**config.mk**
```make
export PLATFORM = sky130hd
export DESIGN_NAME = lts_front_flat
export DESIGN_NICKNAME = d
export VERILOG_FILES = /design/src/rtl/lts_pkg.sv /design/src/rtl/lts_ifs.sv /design/src/rtl/lts_front.sv /design/src/flat_wrapper.sv
export SDC_FILE = /design/constraint.sdc
export NUM_CORES = 1
export LEC_CHECK = 0
export BUFFER_PORTS_ARGS = -buffer_cell sky130_fd_sc_hd__buf_4
export CORE_MARGIN = 2
export CORE_UTILIZATION = 26
export DETAILED_ROUTE_END_ITERATION = 8
export PLACE_DENSITY = 0.83
export SYNTH_ARGS = -nofsm -noshare
export SYNTH_HDL_FRONTEND = slang
export SYNTH_SLANG_ARGS = --single-unit
```
**constraint.sdc**
```tcl
create_clock -name vclk -period 1.75
set_clock_uncertainty 0.05 [all_clocks]
set_input_delay 0.4375 -clock vclk [all_inputs]
set_output_delay 0.4375 -clock vclk [all_outputs]
set_load 0.01 [all_outputs]
```
**src/rtl/lts_pkg.sv**
```systemverilog
// lts_pkg: shared constants, codes and word types of the tournament selector
// no dependencies; every other file of the block but lts_ram imports it

package lts_pkg;

  localparam int POP_MAX    = 256;
  localparam int ROUNDS_MAX = 16;
  localparam int QDEPTH     = 2;

  localparam int IDX_W   = $clog2(POP_MAX);
  localparam int POP_W   = $clog2(POP_MAX + 1);
  localparam int RND_W   = $clog2(ROUNDS_MAX + 1);
  localparam int QPTR_W  = (QDEPTH > 1) ? $clog2(QDEPTH) : 1;
  localparam int QCNT_W  = $clog2(QDEPTH + 1);

  localparam int CMD_W      = 2;
  localparam int ENTRY_W    = 8;
  localparam int FIT_W      = 32;
  localparam int SEED_W     = 32;
  localparam int WIN_W      = 8;
  localparam int POP_CFG_W  = 9;
  localparam int RND_CFG_W  = 5;
  localparam int CFG_IDX_W  = 2;
  localparam int CFG_DATA_W = 16;

  localparam logic [31:0] LCG_MUL   = 32'd1664525;
  localparam logic [31:0] LCG_ADD   = 32'd1013904223;
  localparam logic [31:0] RNG_RESET = 32'd12345;
  localparam logic [FIT_W-1:0] MINUS_INF = {1'b1, {(FIT_W-1){1'b0}}};

  typedef enum logic [CMD_W-1:0] {
    CMD_LOAD   = 2'd0,
    CMD_RESEED = 2'd1,
    CMD_TOUR   = 2'd2
  } lts_cmd_e;

  typedef enum logic [CFG_IDX_W-1:0] {
    CFG_POP_COUNT = 2'd0,
    CFG_ROUNDS    = 2'd1
  } lts_cfg_idx_e;

  typedef enum logic [1:0] {
    K_LOAD,
    K_RESEED,
    K_TOUR
  } lts_kind_t;

  typedef enum logic [1:0] {
    ST_IDLE,
    ST_RUN,
    ST_DRAIN,
    ST_DONE
  } lts_state_t;

  typedef struct packed {
    lts_kind_t         kind;
    logic [IDX_W-1:0]  idx;
    logic [31:0]       data;
  } lts_op_t;

  typedef struct packed {
    logic    valid;
    lts_op_t op;
  } lts_push_t;

  typedef struct packed {
    logic              full;
    logic              empty;
  } lts_qstat_t;

  typedef struct packed {
    logic [POP_W-1:0] n;
    logic [RND_W-1:0] r;
  } lts_cfgv_t;

  typedef struct packed {
    lts_state_t       state;
    logic [RND_W-1:0] cnt;
  } lts_back_stat_t;

endpackage

```
**src/rtl/lts_ifs.sv**
```systemverilog
// lts_ifs: valid/ready channel interfaces for input words, result words and config writes
// depends on lts_pkg

interface lts_in_if import lts_pkg::*; ();
  logic                     valid;
  logic                     ready;
  logic [CMD_W-1:0]         command;
  logic [ENTRY_W-1:0]       entry_index;
  logic signed [FIT_W-1:0]  fitness_value;
  logic [SEED_W-1:0]        seed_value;

  modport source (output valid, command, entry_index, fitness_value, seed_value,
                  input ready);
  modport sink   (input valid, command, entry_index, fitness_value, seed_value,
                  output ready);
endinterface


```
**src/rtl/lts_front.sv**
```systemverilog
// lts_front: accepts input words, decodes the command and forms queue operations
// depends on lts_pkg and lts_ifs

module lts_front import lts_pkg::*; (
  lts_in_if.sink     in_ch,
  input  logic       q_full,
  output lts_push_t  push
);

  logic accept;

  assign in_ch.ready = !q_full;
  assign accept      = in_ch.valid && !q_full;

  always_comb begin
    push.valid   = 1'b0;
    push.op.kind = K_TOUR;
    push.op.idx  = IDX_W'(in_ch.entry_index);
    push.op.data = in_ch.fitness_value;
    unique case (in_ch.command)
      CMD_LOAD: begin
        // slots beyond the table are dropped
        push.valid = accept && (32'(in_ch.entry_index) < POP_MAX);
        push.op.kind = K_LOAD;
      end
      CMD_RESEED: begin
        push.valid   = accept;
        push.op.kind = K_RESEED;
        push.op.data = in_ch.seed_value;
      end
      CMD_TOUR: begin
        push.valid   = accept;
        push.op.kind = K_TOUR;
      end
      default: begin
        push.valid = 1'b0;
      end
    endcase
  end

endmodule

```
**src/flat_wrapper.sv**
```systemverilog
// flat-port wrapper written by rule: the top's interface ports become plain ports
module lts_front_flat import lts_pkg::*;
  (q_full, push, in_ch_valid, in_ch_command, in_ch_entry_index, in_ch_fitness_value, in_ch_seed_value, in_ch_ready);
  lts_in_if in_ch_i ();
  input  logic q_full;
  output lts_push_t push;
  input wire logic [$bits(in_ch_i.valid)-1:0] in_ch_valid;
  input wire logic [$bits(in_ch_i.command)-1:0] in_ch_command;
  input wire logic [$bits(in_ch_i.entry_index)-1:0] in_ch_entry_index;
  input wire logic [$bits(in_ch_i.fitness_value)-1:0] in_ch_fitness_value;
  input wire logic [$bits(in_ch_i.seed_value)-1:0] in_ch_seed_value;
  output wire logic [$bits(in_ch_i.ready)-1:0] in_ch_ready;
  assign in_ch_i.valid = in_ch_valid;
  assign in_ch_i.command = in_ch_command;
  assign in_ch_i.entry_index = in_ch_entry_index;
  assign in_ch_i.fitness_value = in_ch_fitness_value;
  assign in_ch_i.seed_value = in_ch_seed_value;
  assign in_ch_ready = in_ch_i.ready;
  lts_front u_core (.in_ch(in_ch_i), .q_full(q_full), .push(push));
endmodule
```
# [Word level (Yosys, flattened, before mapping)]
# Index checks and enable logic that the tools add are counted.
[word_totals] out_inout_bits=44 reg_bits=0
[op_classes] n_reduce_logical=4 eq_ne=2 mux=3
[ops] cell="2-to-1 mux 32 bit" count=1
[ops] cell="one-hot mux 2 bit (2 select lines)" count=1
[ops] cell="OR reduction 3 bit" count=1
[ops] cell="equality test 2 x 1 -> 1 bit (second input constant)" count=1
[ops] cell="equality test 2 bit (second input constant)" count=1
[ops] cell="logical NOT 2 bit" count=1
[ops] cell="logical AND 1 bit" count=1
[ops] cell="logical NOT 1 bit" count=1
[ops] cell="2-to-1 mux 1 bit" count=1

# [Depth between registers and ports, before layout]
[logic_depth] word_depth=3 mapped_depth=4

# [Least setup slack after synthesis]
# OpenSTA, ideal clock, no wires.
[synth_timing] kind="input -> output" startpoint="input in_ch_command[0]" endpoint="output push[15] (netlist name)" slack_ns=0.071 required_time_ns=1.262 arrival_time_ns=1.191 cell_stages=4 path_cell_list="nor2b_1 > buf_6 > buf_8 > mux2_4"
[synth_rtl] element="start: declaration" line="flat_wrapper.sv:8" source="input wire logic [$bits(in_ch_i.command)-1:0] in_ch_command;"
[synth_rtl] element="end: declaration" line="flat_wrapper.sv:6" source="output lts_push_t push;"

==> out/qor.yml <==
layout:
  stdcell_count: 177
  mostFrequentLayoutCells: "buf_4 (75), buf_6 (31), mux2_4 (30), buf_12 (3)"
  final_common_cell: "buf_4"
  final.clkbuf_count: 0
  drive_gt1_share_pct: 98.0
  seq_cells: 0
  diodes: 0
  utilization_pct: 71.8
  fin_nets: 227
  seq_area_um2: 0
  syn2layout_area_growth_pct: 161
  final_area_mm2: 0.00159
worst_setup_path:
  worstPathRequired_ns: 1.26
  max_stage_delay_ns: 0.30
  cp_max_fo: 8
  worstSetupEndpointType: "output pin"
  arrival_ns: 1.38
  worst_setup_path_start_kind: "primary input"
  critical_path_class: "primary input to output pin"
  crit_slowest_cell: "mux2_4"
  worstPathCellList: "buf_8 > nor2b_4 > buf_12 > clkbuf_16 > mux2_4 > buf_6"
timing:
  postLayoutSetupSlackWorst_ns: -0.114
  worst_pin_slew_ns: 0.0937
  finalHoldViolations: 0
  hold_slack_ns: 0.825
  finalMaxSlewViolations: 0
  finalCriticalPeriod_ns: 1.86
  post-route-period-util_pct: 107
  max_clock_freq_mhz: 537
  rsz0062_at_grt: "true"
  setup_viol: 32
  fin_tns_setup_ns: -3.08
  max_slew_margin_pct: 93.7
grt:
  grt_max_degree: 18
  overflow: 0
  gr-usage-met3_pct: 4.00
  antenna_found_initial: 0
  use_met2_pct: 33.5
  grt_pass1_vias: 751
  met1_usage_pct: 13.6
  grt_use_total_pct: 15.1
  busiest_layer: "met2"
  grt_pass1_wl_mm: 3.26
route:
  vias: 776
  finalWirelength_mm: 2.44
  vias_per_cell: 4.38
  drt_iter0_drc: 1
  final_antenna_net_count: 0
  drc: 0
  firstDrtPassIters: 2
  routedWlPerCell_um: 13.8
cts:
  cts_hold_buf: 0
pwr:
  power.density_mw_per_mm2: 284
  p_total_mw: 0.451
  peakVddDrop_mv: 0.178
  p_leak_nw: 0.865
run_status:
  violations: "negative setup slack"
  outcome: "complete, but fails checks"
place:
  port_buffers: 104
  dp_slack_ns: -0.174
  place.gp.congestion: 0.680
  dp.cells: 172
  hpwl_mm: 1.97
  post_dp_cell_area_mm2: 0.00137
yosys:
  synth_nets: 125
  syn_area_um2: 609
  syn_inst: 49
  synth_cell_type_count: 10
  ys_warn_count: 0
  avgSynthCellArea_um2: 12.4
  ys_seq_area_share_pct: 0
die:
  row_count: 17
  die_w_um: 52.4
  boundaryPins: 120
  die_h_um: 52.4
  coreArea_mm2: 0.00221
  initial_core_util_pct: 27.5
  die-area_mm2: 0.00275
run:
  cap_violations: 0
min_path:
  min-delay-path-class: "primary input to output pin"
==> layer usage <==
layer,share of wire [%],up-vias
met5,0,-
met2,56,72
met3,14,0
li1,-,366
met1,31,338
met4,0,0
==> power by group <==
part,internal [mW],leakage (nW),switching [mW]
clock network,0,0,0
logic,0.319,0.865,0.132
registers,0,0,0
total,0.319,0.865,0.132
==> synth_stat cells <==
master    count  share of area (%)
and3_1        1                1.0
buf_6         1                1.8
inv_1         1               0.62
mux2_2        3                5.5
buf_8         3                7.4
mux2_4       29                 71
nor2b_1       1                1.0
clkbuf_1      1               0.62
nand2_1       1               0.62
buf_4         8                9.9
==> final timing paths <==
path                             start       end  slack, ns  cells after the start
hold / removal    in_ch_entry_index[3]  push[35]       0.83                      0
setup / recovery      in_ch_command[1]  push[10]      -0.11                      6
==> timing repair <==
action | CTS | global route
buffers inserted | 3 | 1
endpoints found under the setup margin | 32 | 32
gates cloned | 1 | 2
pin swaps | 0 | 0
resized for setup | 26 | 14
hold endpoints to repair | 0 | 0
==> final cells by class <==
type	instances	area, um^2
repair buffers	113	1050
multi-input cells	35	497
well taps	28	35.0
inverters	1	3.75
fillers	154	624
==> logic make-up after synthesis <==
family	share of synthesized area (%)
muxes	77.0
buffers and inverters	20.3
and+or+nand+nor	2.67
==> worst max-delay path, delay by kind of cell <==
| family | cells | cell delay [ns] |
|---|---|---|
| buffers and inverters | 4 | 0.52 |
| muxes | 1 | 0.30 |
| and+or+nand+nor | 1 | 0.12 |
No activity file was read; power rests on OpenSTA's default activity.
