[config.mk]
export PLATFORM = sky130hd
export DESIGN_NAME = lts_queue
export DESIGN_NICKNAME = d
export VERILOG_FILES = /design/src/rtl/lts_pkg.sv /design/src/rtl/lts_queue.sv
export SDC_FILE = /design/constraint.sdc
export NUM_CORES = 1
export LEC_CHECK = 0
export BUFFER_PORTS_ARGS = -buffer_cell sky130_fd_sc_hd__buf_2
export CORE_AREA = 3 3 101 103
export DETAILED_ROUTE_END_ITERATION = 10
export DIE_AREA = 0 0 104 106
export PLACE_DENSITY = 0.52
export SETUP_SLACK_MARGIN = 0.3
export SLEW_MARGIN = 30
export SYNTH_ARGS = -nofsm -noshare
export SYNTH_HDL_FRONTEND = slang
export SYNTH_SLANG_ARGS = --single-unit
[constraint.sdc]
create_clock -name clk -period 7.7 [get_ports clk]
set_input_delay 0 -clock clk [delete_from_list [all_inputs] [get_ports clk]]
set_output_delay 0 -clock clk [all_outputs]
set_load 0.1 [all_outputs]
[src/rtl/lts_pkg.sv]
// lts_pkg: shared constants, codes and word types of the tournament selector
// no dependencies; every other file of the block but lts_ram imports it

package lts_pkg;

  localparam int POP_MAX    = 256;
  localparam int ROUNDS_MAX = 16;
  localparam int QDEPTH     = 2;

  localparam int IDX_W   = $clog2(POP_MAX);
  localparam int POP_W   = $clog2(POP_MAX + 1);
  localparam int RND_W   = $clog2(ROUNDS_MAX + 1);
  localparam int QPTR_W  = (QDEPTH > 1) ? $clog2(QDEPTH) : 1;
  localparam int QCNT_W  = $clog2(QDEPTH + 1);

  localparam int CMD_W      = 2;
  localparam int ENTRY_W    = 8;
  localparam int FIT_W      = 32;
  localparam int SEED_W     = 32;
  localparam int WIN_W      = 8;
  localparam int POP_CFG_W  = 9;
  localparam int RND_CFG_W  = 5;
  localparam int CFG_IDX_W  = 2;
  localparam int CFG_DATA_W = 16;

  localparam logic [31:0] LCG_MUL   = 32'd1664525;
  localparam logic [31:0] LCG_ADD   = 32'd1013904223;
  localparam logic [31:0] RNG_RESET = 32'd12345;
  localparam logic [FIT_W-1:0] MINUS_INF = {1'b1, {(FIT_W-1){1'b0}}};

  typedef enum logic [CMD_W-1:0] {
    CMD_LOAD   = 2'd0,
    CMD_RESEED = 2'd1,
    CMD_TOUR   = 2'd2
  } lts_cmd_e;

  typedef enum logic [CFG_IDX_W-1:0] {
    CFG_POP_COUNT = 2'd0,
    CFG_ROUNDS    = 2'd1
  } lts_cfg_idx_e;

  typedef enum logic [1:0] {
    K_LOAD,
    K_RESEED,
    K_TOUR
  } lts_kind_t;

  typedef enum logic [1:0] {
    ST_IDLE,
    ST_RUN,
    ST_DRAIN,
    ST_DONE
  } lts_state_t;

  typedef struct packed {
    lts_kind_t         kind;
    logic [IDX_W-1:0]  idx;
    logic [31:0]       data;
  } lts_op_t;

  typedef struct packed {
    logic    valid;
    lts_op_t op;
  } lts_push_t;

  typedef struct packed {
    logic              full;
    logic              empty;
  } lts_qstat_t;

  typedef struct packed {
    logic [POP_W-1:0] n;
    logic [RND_W-1:0] r;
  } lts_cfgv_t;

  typedef struct packed {
    lts_state_t       state;
    logic [RND_W-1:0] cnt;
  } lts_back_stat_t;

endpackage

[src/rtl/lts_queue.sv]
// lts_queue: short fifo of decoded operations between front and back
// depends on lts_pkg

module lts_queue import lts_pkg::*; (
  input  logic       clk,
  input  logic       rst_n,
  input  lts_push_t  push,
  input  logic       pop,
  output lts_op_t    head,
  output lts_qstat_t stat
);

  lts_op_t            entry_r [QDEPTH];
  logic [QPTR_W-1:0]  wptr_r, wptr_nxt;
  logic [QPTR_W-1:0]  rptr_r, rptr_nxt;
  logic [QCNT_W-1:0]  cnt_r, cnt_nxt;
  logic               do_push, do_pop;

  function automatic logic [QPTR_W-1:0] ptr_inc(input logic [QPTR_W-1:0] p);
    return (32'(p) == QDEPTH - 1) ? '0 : QPTR_W'(p + 1'b1);
  endfunction

  assign stat.full  = (32'(cnt_r) == QDEPTH);
  assign stat.empty = (cnt_r == '0);
  assign head       = entry_r[rptr_r];

  assign do_push = push.valid && !stat.full;
  assign do_pop  = pop && !stat.empty;

  always_comb begin
    wptr_nxt = do_push ? ptr_inc(wptr_r) : wptr_r;
    rptr_nxt = do_pop  ? ptr_inc(rptr_r) : rptr_r;
    cnt_nxt  = cnt_r;
    priority if (do_push && !do_pop) begin
      cnt_nxt = QCNT_W'(cnt_r + 1'b1);
    end else if (do_pop && !do_push) begin
      cnt_nxt = QCNT_W'(cnt_r - 1'b1);
    end
  end

  always_ff @(posedge clk) begin
    if (!rst_n) begin
      wptr_r <= '0;
      rptr_r <= '0;
      cnt_r  <= '0;
    end else begin
      wptr_r <= wptr_nxt;
      rptr_r <= rptr_nxt;
      cnt_r  <= cnt_nxt;
    end
  end

  always_ff @(posedge clk) begin
    if (do_push) begin
      entry_r[wptr_r] <= push.op;
    end
  end

endmodule

# Word-level counts from Yosys, hierarchy flattened
# Memories as Yosys holds them, arrays and structs flattened. A register that Yosys moved wholly into a read port is not among the register bits.
# Index checks and enable logic that the tools add are counted.
[word_totals]
ff_bits = 4
latch_bits = 0
mem_bits_rw = 84
mem_bits_ro = 0
in_bits = 46
out_inout_bits = 44
n_memories = 1
[op_classes]
add_sub_neg = 4
multipliers = 0
div_mod_pow = 0
n_lt_le_gt_ge = 0
n_eq_ne = 1
shift = 0
mux = 8
bitwise_logic = 0
n_reduce_logical = 10
[mem_list]
columns = ["name", "words", "word_bits", "rd", "rd_clocked_by_memory_dff", "wr", "line_no", "source"]
rows = [
  ["entry_r", 2, 42, 1, 1, 1, "lts_queue.sv:13", "lts_op_t entry_r [QDEPTH];"],
]
[ops]
columns = ["operator", "n"]
rows = [
  ["1-bit two-way mux", 6],
  ["1-bit logical AND", 4],
  ["1-bit logical NOT", 4],
  ["2-bit two-way mux", 2],
  ["1-bit adder, second input constant", 2],
  ["2-bit by 1-bit adder with 2-bit output, second input constant", 1],
  ["2-bit == test, second input constant", 1],
  ["2-bit logical NOT", 1],
  ["2-bit nonzero test", 1],
  ["2-bit by 1-bit subtractor with 2-bit output, second input constant", 1],
]

# Logic depth before layout (Yosys ltp)
# Gate-level depths: netlist of run 1.
[depth]
depth_word = 7
mapped_depth = 7
mapped_depth_nobuf = 7

# Worst setup path before layout of run 1
# No wires, ideal clock.
[synth_path]
kind = "register to register"
from = "register cnt_r[0]"
to = "memory entry_r[0][0] (netlist name) (enable)"
setup_ns = 0.436
arrival_time_ns = 2.482
setup_slack_ns = 4.782
stages_incl_launch_ff = 4
path_buffers = 0
path_cell_list = "dfxtp_1 > nand2b_1 > inv_2 > nor3_2"
[synth_rtl]
columns = ["element", "line_no", "source"]
rows = [
  ["start: declaration", "lts_queue.sv:16", "logic [QCNT_W-1:0] cnt_r, cnt_nxt;"],
  ["start signal: assignment", "lts_queue.sv:49", "cnt_r <= cnt_nxt;"],
  ["end: declaration", "lts_queue.sv:13", ""],
]

# Worst setup path after layout of run 1
[layout_path]
from = "register cnt_r[0]"
to = "memory entry_r[0][15] (netlist name) (enable)"
[layout_between]
elab_chain_len = 5
[layout_rtl]
columns = ["element", "line_no", "source"]
rows = [
  ["2-bit == test", "lts_queue.sv:23", "assign stat.full = (32'(cnt_r) == QDEPTH);"],
  ["1-bit logical NOT", "lts_queue.sv:27", "assign do_push = push.valid && !stat.full;"],
  ["1-bit logical AND", "lts_queue.sv:27", ""],
  ["1-bit two-way mux", "lts_queue.sv:54", "if (do_push) begin"],
  ["1-bit two-way mux (implied by the code)", "lts_queue.sv:55", "entry_r[wptr_r] <= push.op;"],
]
# Every way passes these cells.

==> run metrics, run 1 <==
GRT Total Usage between 10 and 15%; Starting Density between 30% and 40%; CP startpoint kind register; mean area per synthesized cell between 20 and 25 sq um; Layout area overhead 37.3%; post-synth top area cell edfxtp_1; clock period minus worst slack between 1.5 and 2 ns; area share of the largest cell type after synthesis 77.5%; worst-margin pin slew about 0.63 ns; post-synthesis xor/xnor area fraction less than 1%; largest family of logic cells by synthesized area multiplexers; row count 35; Final Cycle Share 25.7%; R2R depth 4; required time worst endpoint about 7.7 ns; Setup Fix Bufs, Post-CTS 0; Die H 106 um; fin. max-slew vios 0; fin nets between 300 and 400; Bufs on Longest Clock Path 2; Clock Sinks between 80 and 90; post-synthesis adder-cell area fraction less than 1%; Worst slew margin a little under 60%; Max Cap Violations 0; asr flop ratio synth 0%; synth top area cells edfxtp_1, mux2_2, dfxtp_1, buf_2, and2_1; share of cells above drive strength 1 between 40% and 50%; via count 1843; vias per cell roughly 4.3; CP Data Arrival Time ~2.0 ns; WL final around 6000 um; skew final roughly 0.0074 ns; clock root cell clkbuf_8; Mapped Cells 156; mux contribution to synthesized area 14.5%; crit end category register; Worst Hold Depth 3; GPL Wtd Cong 0.668; post-synthesis compound-gate area fraction less than 1%; sequential fraction of the synthesis area between 80 and 90%; YS warnings 0; initial antenna violation count 0; Ant. Diodes 0; Post-synth top flop edfxtp_1; worst-path fanout max 34; core area 9280 sq um; RSZ-0062 raised after global routing false; die width around 100 um; Post-Layout Inst Area roughly 4500 sq um; Mapped Area 3250 sq um; Num CTS Buffers 9; number of flops mapped to enable cells by yosys 84; Clock transition at path regs approximately 0.080 ns; global route overflow 0; status complete, no violations; worst setup margin approximately 5.7 ns; first-pass GRT wire length roughly 9800 um; placed cell areas approximately 3900 sq um; #FFs+latches synth 89; Synth Net Count 203; Die ar. approximately 11000 sq um; largest net degree at the start of global routing 43; HP Class input pin to register; DP Worst Slack 5.68 ns; Post-Synth Simple-Gate Area 1.69%; CTS tree yes; Setup TNS 0 ns; post-synthesis cell type count 20; Hold Vio Cnt, Final 0; critical path class register to register; DRC viols 0; fmax roughly 510 MHz; DRT iter0 DRCs 53; Routed WL per cell 14.1 um; Synth top cells by count edfxtp_1, mux2_2, buf_2, dfxtp_1, and2_1; clk_lat worst skew 0.34 ns; fillcell total 824; H-tree depth 3; vias in the first global route between 1500 and 2000; DRT Pass-1 Iters 4; num ports 90; most common cell in the netlist edfxtp_1; IO Port Bufs just under 90; Final ANT Viol Nets 0; Final Setup Violations 0; dpl hpwl around 3700 um
state kept, by name, indices dropped and copies added (netlist names), named ones only:
name / count
entry_r: 84
cnt_r: 2
rptr_r: 1
wptr_r: 1
repair_timing:
action | in CTS | in global routing
hold endpoints to repair | 89 | 0
resized for setup | 0 | 0
hold buffers | 43 | 0
metrics by stage:
step	std cells	util, %	hold WS, ns
after global placement	370	41.5	0.189
after detailed placement	370	41.6	0.192
after CTS	429	48.1	0.00569
final	429	48.1	0.0278
after floorplan	156	-	0.0989
after global routing	429	48.1	0.0637
metal layers:
layer / routed length [um] / vias up / part of all wire, % / GRT usage (%)
li1: - / 882 / - / -
met1: 2980 / 884 / 49 / 16.3
met2: 2590 / 68 / 43 / 16.6
met3: 384 / 9 / 6.4 / 3.52
met4: 84 / 0 / 1.4 / 4.56
met5: 0 / - / 0 / 0
path summary, 6_finish.rpt:
path | from | endpoint | slack [ns]
max reg2reg | cnt_r[0]$_SDFFE_PN0P_ | entry_r[0][15]$_DFFE_PP_ | 5.72
max | cnt_r[0]$_SDFFE_PN0P_ | entry_r[0][15]$_DFFE_PP_ | 5.72
min reg2reg | cnt_r[1]$_SDFFE_PN0P_ | cnt_r[1]$_SDFFE_PN0P_ | 0.54
min | push[42] | wptr_r$_SDFFE_PN0P_ | 0.03
layout by cell type (no fill, tap or decap):
master,n
o21ai_0,1
inv_2,1
clkbuf_8,9
clkbuf_1,3
buf_4,1
nand2b_1,1
nor3_4,1
o21a_1,1
and3_4,1
xnor2_1,2
and2_1,3
edfxtp_1,84
dfxtp_1,4
o21ai_1,1
clkinv_1,1
nor2_1,2
buf_2,89
a21boi_1,1
xor2_1,1
dfxtp_4,1
ha_1,1
bufinv_16,1
clkinv_2,2
or3_1,1
a21boi_0,1
dlygate4sd3_1,43
inv_1,1
mux2_2,42
worst max-delay path, cell delays in order, from the launching register on:
cell	delay (ns)
dfxtp_1	0.42
nand2b_1	0.19
inv_2	0.07
nor3_4	0.38
buf_4	0.50
layout make-up:
class / count / area [sq um] / share of cell area (%)
sequential: 89 / 2630 / 58.8
timing repair buffer: 133 / 883 / 19.8
multi-input combinational: 60 / 611 / 13.7
tap: 129 / 161 / 3.61
clock buffer: 12 / 135 / 3.02
clock inverter: 4 / 43.8 / 0.980
inverter: 2 / 7.51 / 0.168
cell families (layout without fill, tap and decap cells):
kind of cell,count (synthesis),in the layout
muxes,42,42
DFF,89,89
adders and majority gates,1,1
xor gates and xnor gates,3,3
AOI/OAI and AO/OA,5,5
buffers and inverters,7,151
and+or+nand+nor,9,9
Power of run 1 is left out: the tool's default activity adds up to more than one toggle a clock period on the data nets, which glitch-free logic cannot reach.
==> inputs of run 2 (changes only) <==
ABC_AREA = 1   (was not set)
CORE_AREA = 3 3 104 106   (was 3 3 101 103)
DIE_AREA = 0 0 107 109   (was 0 0 104 106)
clock period = 1.9 ns   (was 7.7 ns; I/O delays follow)
==> run 2 against run 1 <==
Compared with the run above:
- clock-buffer cell count decreased by 3
- sequential cell count is the same
- non-clock buffer count up 7
- final cell count up 5.4%
- wire length grew 3.2%
- area after synthesis grew 7.0%
- sequential share of layout area fell by 4.7 points
- setup slack got worse by 5.4 ns
- via count grew 3.7%
- critical path depth is 1 lower
- global-route usage shrank 0.41 points
- critical endpoint is now head[4]
- highest routed layer unchanged
==> run metrics, run 2 <==
leak pwr ~0.0019 uW; WL final 6230 um (+3.2%); Num CTS Buffers 9 (unchanged); dpl hpwl 3840 um (+4.6%); Post-Layout Inst Area 4850 sq um (+8.6%); vias in the first global route 2038 (+5.0%); max reg flops 84 (unchanged); Worst slew margin 67.8% (+9.8 points); die width 107 um (+2.9%); sequential fraction of the synthesis area 75.3% (-5.3 points); CP Cell Sequence buf_12 -> mux2_4 -> buf_2; Post-synth top flop edfxtp_1; post-synthesis cell type count 15 (-25%); placed cell areas 4080 sq um (+5.7%); required time worst endpoint 1.90 ns (-5.78 ns); Die H 109 um (+2.8%); Hold Vio Cnt, Final 0 (unchanged); Mapped Cells 169 (+8.3%); initial antenna violation count 0 (unchanged); critical path class register to primary output; Synth top cells by count edfxtp_1, mux2_4, nor2_1; commonest non-fill, non-tap cells in the layout edfxtp_1, buf_2, buf_4; Tot Pwr between 7000 and 8000 uW; GRT Total Usage 11.1% (-0.41 points); clk_lat worst skew 0.35 ns (about the same); global route overflow 0 (unchanged); clock period minus worst slack 1.54 ns; crit end category primary output; Mapped Area 3480 sq um (+7.0%); Clock transition at path regs 0.09 ns (about the same); HP Class input pin to register; first-pass GRT wire length 9990 um (+2.0%); worst-margin pin slew 0.486 ns (-0.144 ns); num ports 90 (unchanged); Bufs on Longest Clock Path 2 (unchanged); Cell Pwr Density about 1600 nW/um^2; GPL Wtd Cong 0.670 (+0.34%); asr flop ratio synth 0% (unchanged); core area 9860 sq um (+6.3%); DRC viols 0 (unchanged); M3 GR Usage 3.43% (-0.088 points); GRT met2 Usage 18.0% (+1.4 points); DRT Pass-1 Iters 4 (unchanged); status complete, no violations; Max Cap Violations 0 (unchanged); number of flops mapped to enable cells by yosys 84 (unchanged); post-synth top area cell edfxtp_1; Die ar. 11700 sq um (+5.8%); synth top area cells edfxtp_1, mux2_4, dfxtp_1, buf_12, nor2_1; most common cell after layout, fill and taps aside edfxtp_1; CP startpoint kind register; Most flops, register entry_r; RSZ-0062 raised after global routing true; Slowest-stage cell, CP dfxtp_2; mean area per synthesized cell 20.6 sq um (-1.2%); Routed WL per cell 13.8 um (-2.1%); Critical R2R Capture cnt_r[1]$_SDFFE_PN0P_; vias per cell 4.23 (-1.5%); area share of the largest cell type after synthesis 72.4% (-5.1 points); Final ANT Viol Nets 0 (unchanged); H-tree depth 3 (unchanged); IO Port Bufs 89 (unchanged); CP max stage delay 0.37 ns (-0.13 ns); Setup TNS 0 ns (unchanged); Worst R2R Setup Slack 0.45 ns (-5.27 ns); Layout area overhead 39.3%; CTS tree yes; Starting Density 35.3% (+0.25 points); fin. max-slew vios 0 (unchanged); Synth Net Count 216 (+6.4%); CP Data Arrival Time 1.54 ns (-0.42 ns); reg2reg start cnt_r[1]$_SDFFE_PN0P_; most common cell in the netlist edfxtp_1; largest net degree at the start of global routing 24 (-44%); share of cells above drive strength 1 49.5% (+0.20 points); M1 GR Usage 13.9% (-2.4 points); worst setup margin 0.356 ns (-5.36 ns); clock root cell clkbuf_8; Final Setup Violations 0 (unchanged); #FFs+latches synth 89 (unchanged); Final Cycle Share between 80% and 90%; R2R depth 9 (+5); Clock Sinks 89 (unchanged); via count 1912 (+3.7%); fin util 49.2% (+1.0 points); worst-path fanout max 23 (-32%); Ant. Diodes 0 (unchanged); skew final 0.0116 ns (+0.00416 ns); DRT iter0 DRCs 56 (+5.7%); DP Worst Slack 0.329 ns (-5.35 ns); YS warnings 0 (unchanged); fillcell total 846 (+2.7%); row count 36 (+2.9%); GRT busiest layer met2; fmax roughly 650 MHz; Largest regs entry_r: 84 flops, cnt_r: 2 flops; fin nets 362 (+5.8%); Critical Path End head[4]; maximum VDD drop about 0.0011 V
## run 2: cell count changes after synthesis, moves of 2 or more
| cell | previous run | this run |
|---|---|---|
| buf_12 | 0 | 4 |
| and2_1 | 3 | 0 |
| mux2_4 | 0 | 40 |
| inv_1 | 1 | 9 |
| buf_2 | 5 | 0 |
| nand2_1 | 0 | 6 |
| nor2_1 | 2 | 11 |
| mux2_2 | 42 | 2 |
| xnor2_1 | 2 | 0 |
## run 2: cell type report
class                   count  area [sq um]  share of cell area [%]
inverters                   9          33.8                   0.696
multi-input cells          66           759                    15.7
repair buffers            140          1060                    21.8
well taps                 133           166                    3.43
clock inverters             6          83.8                    1.73
clock buffers               9           124                    2.55
flip-flops and latches     89          2630                    54.1
## run 2: how the worst min path moves through the flow
stage	from	endpoint	slack, ns	cells after the start
6_report	push[42]	wptr_r$_SDFFE_PN0P_	0.02	4
5_1_grt	push[42]	wptr_r$_SDFFE_PN0P_	0.02	4
4_1_cts	pop	register	0.05	5
3_5_place_dp	push[19]	entry_r[1][19]$_DFFE_PP_	0.19	1
3_3_place_gp	push[27]	entry_r[1][27]$_DFFE_PP_	0.19	1
2_1_floorplan	push[0]	entry_r[0][0]$_DFFE_PP_	0.1	0
## run 2: repair_timing
action	CTS	global route
pin swaps	0	1
hold endpoints to repair	89	0
gates resized for setup	20	47
setup endpoints to repair	19	43
hold buffers	43	0
setup buffers	0	2
## run 2: stage by stage
| stage | std cells | hold WS [ns] |
|---|---|---|
| final | 452 | 0.0195 |
| after global routing | 452 | 0.0218 |
| after CTS | 450 | 0.0525 |
| after detailed placement | 392 | 0.191 |
| after global placement | 392 | 0.189 |
| after floorplan | 169 | 0.0989 |
## run 2: kinds of logic after synthesis
group / Yosys count / synth area share [%]
flops: 89 / 75.3
buf+inv: 14 / 3.59
fa+ha+maj: 1 / 0.359
compound gates: 4 / 0.683
mux: 42 / 17.9
simple gates: 19 / 2.16
## run 2: critical path: cells and delay by family, from the launching register on
| kind | cells | cell delay [ns] |
|---|---|---|
| flip-flops | 1 | 0.37 |
| buffers and inverters | 2 | 0.50 |
| multiplexers | 1 | 0.31 |
## run 2: where the power goes
| group | switching, uW | internal, uW | total (uW) |
|---|---|---|---|
| Clock | 635 | 727 | 1360 |
| Sequential | 92.0 | 2480 | 2570 |
| Combinational | 2670 | 955 | 3620 |
| Total | 3400 | 4160 | 7560 |
## run 2: per-layer routing
| metal | part of all wire, % | wire length, um | up-vias |
|---|---|---|---|
| met5 | 0 | 0 | - |
| met4 | 1.7 | 108 | 0 |
| met3 | 5.8 | 360 | 9 |
| met2 | 49 | 3030 | 60 |
| met1 | 44 | 2730 | 919 |
| li1 | - | - | 924 |
No activity file was read; power rests on OpenSTA's default activity.
